`src/sv/spi_serial_sram_slave_top_assert.svh`:
```
// ---------------------------------------------------------------------------
// SPI serial SRAM slave assertion macros
// Concurrent assertion wrappers, compiled out with NO_ASSERTIONS.
// ---------------------------------------------------------------------------
`ifndef SPI_SERIAL_SRAM_SLAVE_TOP_ASSERT_SVH
`define SPI_SERIAL_SRAM_SLAVE_TOP_ASSERT_SVH

`ifndef NO_ASSERTIONS

// check outside reset
`define SSRAM_ASSERT(lbl, clk, rstn, prop, msg) \
    lbl: assert property (@(posedge clk) disable iff (!rstn) prop) else $error(msg);

// check at every edge, reset included
`define SSRAM_ASSERT_ALWAYS(lbl, clk, prop, msg) \
    lbl: assert property (@(posedge clk) prop) else $error(msg);

`else

`define SSRAM_ASSERT(lbl, clk, rstn, prop, msg)
`define SSRAM_ASSERT_ALWAYS(lbl, clk, prop, msg)

`endif

`endif

```
`src/sv/ssram_pkg.sv`:
```
// ---------------------------------------------------------------------------
// SPI serial SRAM slave package
// Instruction codes, phase and command types, shared structs.
// ---------------------------------------------------------------------------
package ssram_pkg;

    localparam int MEM_BYTES_DEF = 32768;
    localparam int ADDR_BITS_DEF = 15;

    localparam logic [7:0] INSTR_RDSR  = 8'h05;
    localparam logic [7:0] INSTR_WRSR  = 8'h01;
    localparam logic [7:0] INSTR_READ  = 8'h03;
    localparam logic [7:0] INSTR_WRITE = 8'h02;
    localparam logic [7:0] MODE_MASK   = 8'hC0;
    localparam logic [7:0] MODE_SEQ    = 8'h40;

    typedef enum logic [2:0] {
        PH_INSTR   = 3'd0,
        PH_ADDR_HI = 3'd1,
        PH_ADDR_LO = 3'd2,
        PH_DATA    = 3'd3,
        PH_DONE    = 3'd4
    } phase_t;

    typedef enum logic [2:0] {
        CMD_NONE    = 3'd0,
        CMD_RDSR    = 3'd1,
        CMD_WRSR    = 3'd2,
        CMD_READ    = 3'd3,
        CMD_WRITE   = 3'd4,
        CMD_UNKNOWN = 3'd5
    } cmd_t;

    typedef struct packed {
        logic rd_en;
        logic wr_en;
    } mem_req_t;

endpackage

```
`src/sv/ssram_ctrl.sv`:
```
// ---------------------------------------------------------------------------
// SPI serial SRAM command sequencer
// Decodes instruction, address and data beats; holds status and pointer.
// ---------------------------------------------------------------------------
`include "spi_serial_sram_slave_top_assert.svh"

module ssram_ctrl #(
    parameter int MEM_BYTES = ssram_pkg::MEM_BYTES_DEF,
    parameter int ADDR_BITS = ssram_pkg::ADDR_BITS_DEF
) (
    input  logic                   aclk,
    input  logic                   aresetn,
    input  logic                   proc,
    input  logic                   start,
    input  logic [7:0]             mosi,
    output ssram_pkg::mem_req_t    mem_req,
    output logic [((ADDR_BITS < $clog2(MEM_BYTES)) ? ADDR_BITS : $clog2(MEM_BYTES))-1:0] ptr,
    output logic [7:0]             miso_val
);

    localparam int IDX_W = $clog2(MEM_BYTES);
    localparam int AW    = (ADDR_BITS < IDX_W) ? ADDR_BITS : IDX_W;

    ssram_pkg::phase_t phase_reg, phase_next;
    ssram_pkg::cmd_t   cmd_reg, cmd_next;
    logic [AW-1:0]     ptr_reg, ptr_next;
    logic [7:0]        status_reg, status_next;

    logic              instr_hit;
    logic              seq_mode;
    logic [15:0]       ptr16;
    logic [15:0]       word_hi;
    logic [15:0]       word_lo;

    assign instr_hit = start || (phase_reg == ssram_pkg::PH_INSTR);
    assign seq_mode  = (status_reg & ssram_pkg::MODE_MASK) == ssram_pkg::MODE_SEQ;
    assign ptr16     = 16'(ptr_reg);
    assign word_hi   = {mosi, 8'h00};
    assign word_lo   = {ptr16[15:8], mosi};
    assign ptr       = ptr_reg;

    always_comb begin
        phase_next  = phase_reg;
        cmd_next    = cmd_reg;
        ptr_next    = ptr_reg;
        status_next = status_reg;
        if (proc) begin
            if (instr_hit) begin
                case (mosi)
                    ssram_pkg::INSTR_RDSR: begin
                        cmd_next   = ssram_pkg::CMD_RDSR;
                        phase_next = ssram_pkg::PH_DATA;
                    end
                    ssram_pkg::INSTR_WRSR: begin
                        cmd_next   = ssram_pkg::CMD_WRSR;
                        phase_next = ssram_pkg::PH_DATA;
                    end
                    ssram_pkg::INSTR_READ: begin
                        cmd_next   = ssram_pkg::CMD_READ;
                        phase_next = ssram_pkg::PH_ADDR_HI;
                    end
                    ssram_pkg::INSTR_WRITE: begin
                        cmd_next   = ssram_pkg::CMD_WRITE;
                        phase_next = ssram_pkg::PH_ADDR_HI;
                    end
                    default: begin
                        cmd_next   = ssram_pkg::CMD_UNKNOWN;
                        phase_next = ssram_pkg::PH_DONE;
                    end
                endcase
            end else begin
                case (phase_reg)
                    ssram_pkg::PH_ADDR_HI: begin
                        ptr_next   = word_hi[AW-1:0];
                        phase_next = ssram_pkg::PH_ADDR_LO;
                    end
                    ssram_pkg::PH_ADDR_LO: begin
                        ptr_next   = word_lo[AW-1:0];
                        phase_next = ssram_pkg::PH_DATA;
                    end
                    ssram_pkg::PH_DATA: begin
                        case (cmd_reg)
                            ssram_pkg::CMD_RDSR: begin
                                phase_next = ssram_pkg::PH_DATA;
                            end
                            ssram_pkg::CMD_WRSR: begin
                                status_next = mosi;
                                phase_next  = ssram_pkg::PH_DONE;
                            end
                            ssram_pkg::CMD_READ, ssram_pkg::CMD_WRITE: begin
                                if (seq_mode) begin
                                    ptr_next = ptr_reg + AW'(1);
                                end else begin
                                    phase_next = ssram_pkg::PH_DONE;
                                end
                            end
                            default: begin
                                phase_next = ssram_pkg::PH_DONE;
                            end
                        endcase
                    end
                    default: begin
                        phase_next = ssram_pkg::PH_DONE;
                    end
                endcase
            end
        end
    end

    always_comb begin
        mem_req  = '0;
        miso_val = 8'h00;
        if (proc && !instr_hit && (phase_reg == ssram_pkg::PH_DATA)) begin
            case (cmd_reg)
                ssram_pkg::CMD_RDSR:  miso_val      = status_reg;
                ssram_pkg::CMD_READ:  mem_req.rd_en = 1'b1;
                ssram_pkg::CMD_WRITE: mem_req.wr_en = 1'b1;
                default:              miso_val      = 8'h00;
            endcase
        end
    end

    always_ff @(posedge aclk) begin
        if (!aresetn) begin
            phase_reg  <= ssram_pkg::PH_INSTR;
            cmd_reg    <= ssram_pkg::CMD_NONE;
            ptr_reg    <= '0;
            status_reg <= 8'h00;
        end else begin
            phase_reg  <= phase_next;
            cmd_reg    <= cmd_next;
            ptr_reg    <= ptr_next;
            status_reg <= status_next;
        end
    end

    `SSRAM_ASSERT(a_rd_wr_excl, aclk, aresetn, !(mem_req.rd_en && mem_req.wr_en), "read and write together")
    `SSRAM_ASSERT(a_addr_cmd, aclk, aresetn, ((phase_reg == ssram_pkg::PH_ADDR_HI) || (phase_reg == ssram_pkg::PH_ADDR_LO)) |-> ((cmd_reg == ssram_pkg::CMD_READ) || (cmd_reg == ssram_pkg::CMD_WRITE)), "address phase without memory command")
    `SSRAM_ASSERT(a_busy_cmd, aclk, aresetn, (phase_reg != ssram_pkg::PH_INSTR) |-> (cmd_reg != ssram_pkg::CMD_NONE), "phase advanced without command")

endmodule

```
`config.mk`:
```
export PLATFORM = sky130hd
export DESIGN_NAME = ssram_ctrl
export DESIGN_NICKNAME = d
export VERILOG_FILES = /design/src/sv/ssram_pkg.sv /design/src/sv/ssram_ctrl.sv
export VERILOG_INCLUDE_DIRS = /design/src /design/src/sv
export SDC_FILE = /design/constraint.sdc
export NUM_CORES = 1
export LEC_CHECK = 0
export BUFFER_PORTS_ARGS = -buffer_cell sky130_fd_sc_hd__buf_2
export CAP_MARGIN = 20
export CORE_ASPECT_RATIO = 1.5
export CORE_UTILIZATION = 35
export CTS_BUF_LIST = sky130_fd_sc_hd__clkbuf_4 sky130_fd_sc_hd__clkbuf_8
export CTS_CLUSTER_DIAMETER = 30
export CTS_CLUSTER_SIZE = 8
export DETAILED_ROUTE_END_ITERATION = 7
export GPL_TIMING_DRIVEN = 0
export SLEW_MARGIN = 20
export SYNTH_ARGS = -nofsm -noshare
export SYNTH_HDL_FRONTEND = slang
export SYNTH_SLANG_ARGS = --single-unit
```
`constraint.sdc`:
```
create_clock -name aclk -period 3.9 [get_ports aclk]
set_clock_uncertainty 0.1 [all_clocks]
set_input_delay 0.78 -clock aclk [delete_from_list [all_inputs] [get_ports aclk]]
set_output_delay 0.78 -clock aclk [all_outputs]
set_load 0.01 [all_outputs]
```
==> results.md <==
- Outcome: finished, final reports clean
- Pleak: about 0.0010 uW
- Post-Syn Instances: 234
- Final setup fails: 0
- Hold Fails Final Rpt: 0
- Fin crit share: around four fifths
- Sequential power share: between 40% and 50%
- Comb power frac: a little under an eighth
- TritonCTS Sinks: 29
- CP Class: flop to output pin
- CTS Root Cell: clkbuf_8
- WP data arrival: ~2200 ps
- CTS tree: done
- Cts hold-fix bufs: 0
- Post-Syn Nets: between 200 and 250
- #FFs+latches synth: 29
- Worst-skew pair later-pin latency: a little under 300 ps
- Share of cells above drive strength 1: a little under a quarter
- Number of synthesized flops with an enable pin: 0
- Mapped Area: approximately 0.0020 mm^2
- Dpl hpwl: approximately 4300 um
- CTS H-tree lvls: 2
- Synth area leader: dfxtp_1
- Vias per cell: about 5.8
- Reg clk slew, reported paths: approximately 60 ps
- Share of flip-flops with an asynchronous set or reset: 0%
- Vias: roughly 2k
- P per Cell Area: roughly 320 mW/mm^2
- Fmax: 322 MHz
- Core footprint: about 0.0055 mm^2
- Switching Share: about 26%
- ANT cells: 0
- Detail Route Antenna Nets: 0
- Switch Pwr: around 190 uW
- Initial core utilization: 36.0%
- Top FF cell, synth: dfxtp_1
- Vias in the first global route: around 1.9k
- DR DRC count: 0
- Number of DRC markers in iteration 0: 163
- Max-slew violations: 0
- GR Overflow Total: 0
- # resized after CTS: 0
- Wire per inst: roughly 17 um
- Final TNS setup: 0 ps
- Worst-path fanout max: 10
- Max reg flops: 15
- VDD IR max: about 0.00020 V
- FILL cells: 604
- CP Launch Type: flop
- Crit end category: output pin
- Ys Warns: 0
- Clk buf depth: 2
- GPL Wtd Cong: around 0.87
- Num CTS Buffers: 5
- DIE HEIGHT: 93.7 um
- Rel. slew slack: 57.7%
- Net count, final: 287
- Max_cap viols: 0
- Post-Route WL: 5880 um
- Pre-antenna DRT Iters: 4
- Area grow syn2layout: 19.0%
- Die X: approximately 63 um
- Fin crit period: 3110 ps
- Synth area leaders: dfxtp_1 30%, mux2i_1 6.6%, nor2_1 5.0%
- Initial antenna violation count: 0
- Full die area: between 0.005 and 0.006 mm^2
- Global-route wire length before repair: 9490 um
- GRT Util Overall: between 20% and 30%
- Worst min-delay path category: flop to flop
- Total power: about 740 uW
- Ports: 37
- Worst-Margin Slew: between 600 and 700 ps
- Sequential area share after synthesis: 29.6%
- Port Buf Inserts: 33
- Synth cell types: 66
- Syn_area_per_cell: between 8 and 9 um^2
- Clock share of power: 46.3%
- Rows: 33
- Worst EP required: roughly 3000 ps
- Largest net degree at the start of global routing: 11
- RSZ-0062 raised after global routing: false
- Pint: about 550 uW
- Share of the synthesized area in the top cell type: between 20% and 30%
- Post-CTS Setup Bufs: 0
-- routing by layer --
metal  part of all wire [%]  vias to the layer above  global-route usage, %
met5                      0                        -                      0
met4                    4.4                        0                   14.1
met3                    3.9                       19                   3.76
met2                     50                       62                   35.0
met1                     42                      949                   23.6
li1                       -                      978                      -
-- power by group through the flow --
| stage | Combinational, uW | Sequential, uW | Clock (uW) |
|---|---|---|---|
| after floorplan | 56.0 | 316 | 0 |
| after global placement | 83.9 | 316 | 0 |
| after detailed placement | 84.6 | 316 | 0 |
| after CTS | 85.2 | 310 | 345 |
| after global routing | 94.6 | 311 | 355 |
| final | 85.9 | 310 | 341 |
-- synth_stat cells, drive strengths merged (6+ instances only) --
master and n:
a21oi 8, a311oi 6, and2 6, and3 11
clkbuf 8, dfxtp 29, inv 6, mux2i 13
nand2 15, nand3 6, nand4 6, nor2 27
nor3 11, o21ai 9
-- cell type report --
class,count,area (um^2),area share [%]
timing repair buffer,33,165,7.08
clock buffer,7,90.1,3.86
multi-input combinational,186,1300,55.8
tap,70,87.6,3.75
clock inverter,1,30.0,1.29
inverter,6,22.5,0.965
buffer,13,56.3,2.41
sequential,29,581,24.9
-- per-stage QoR --
stage | utilization, % | worst slack, ps | hold slack, ps | std cells | area, um^2
after floorplan | - | 1300 | 355 | 234 | 1960
after global placement | 40.6 | 940 | 369 | 337 | 2210
after detailed placement | 40.6 | 952 | 384 | 337 | 2210
after CTS | 42.8 | 880 | 400 | 345 | 2330
after global routing | 42.8 | 741 | 424 | 345 | 2330
final | 42.8 | 794 | 394 | 345 | 2330
-- kinds of logic after synthesis --
family,share of synthesized area (%)
AOI/OAI and AO/OA,23.2
xor gates and xnor gates,0.894
adders and majority gates,0.638
buffers and inverters,4.02
DFF,29.6
muxes,6.64
and+or+nand+nor,35.0
-- layout by cell type (no fill, tap or decap), types with 4 or more instances in the layout --
| cell type | n |
|---|---|
| dfxtp_1 | 29 |
| nor3_1 | 11 |
| and3_1 | 9 |
| clkbuf_8 | 6 |
| mux2i_1 | 13 |
| a31oi_1 | 4 |
| inv_1 | 6 |
| nor4_2 | 4 |
| nand2_1 | 15 |
| a21oi_1 | 7 |
| and2_1 | 5 |
| nand3_1 | 5 |
| a311oi_1 | 5 |
| nor2b_1 | 5 |
| clkbuf_1 | 7 |
| nor2_1 | 26 |
| buf_2 | 38 |
| o21ai_0 | 7 |
-- final timing paths --
path                                     from       endpoint  slack, ps  cells after the start
worst max-delay path             phase_reg[0]     mem_req[0]        790                      6
worst min-delay path            status_reg[1]  status_reg[1]        390                      2
worst max register to register         ptr[0]         ptr[6]       1990                      5
worst min register to register  status_reg[1]  status_reg[1]        390                      2
-- critical path, stage by stage (launching register included) --
cell and delay [ps]:
dfxtp_1 360, buf_2 230, nand3b_1 120, clkbuf_1 300
nor2_1 500, and4b_1 290, buf_2 140
No activity file was read; power rests on OpenSTA's default activity.
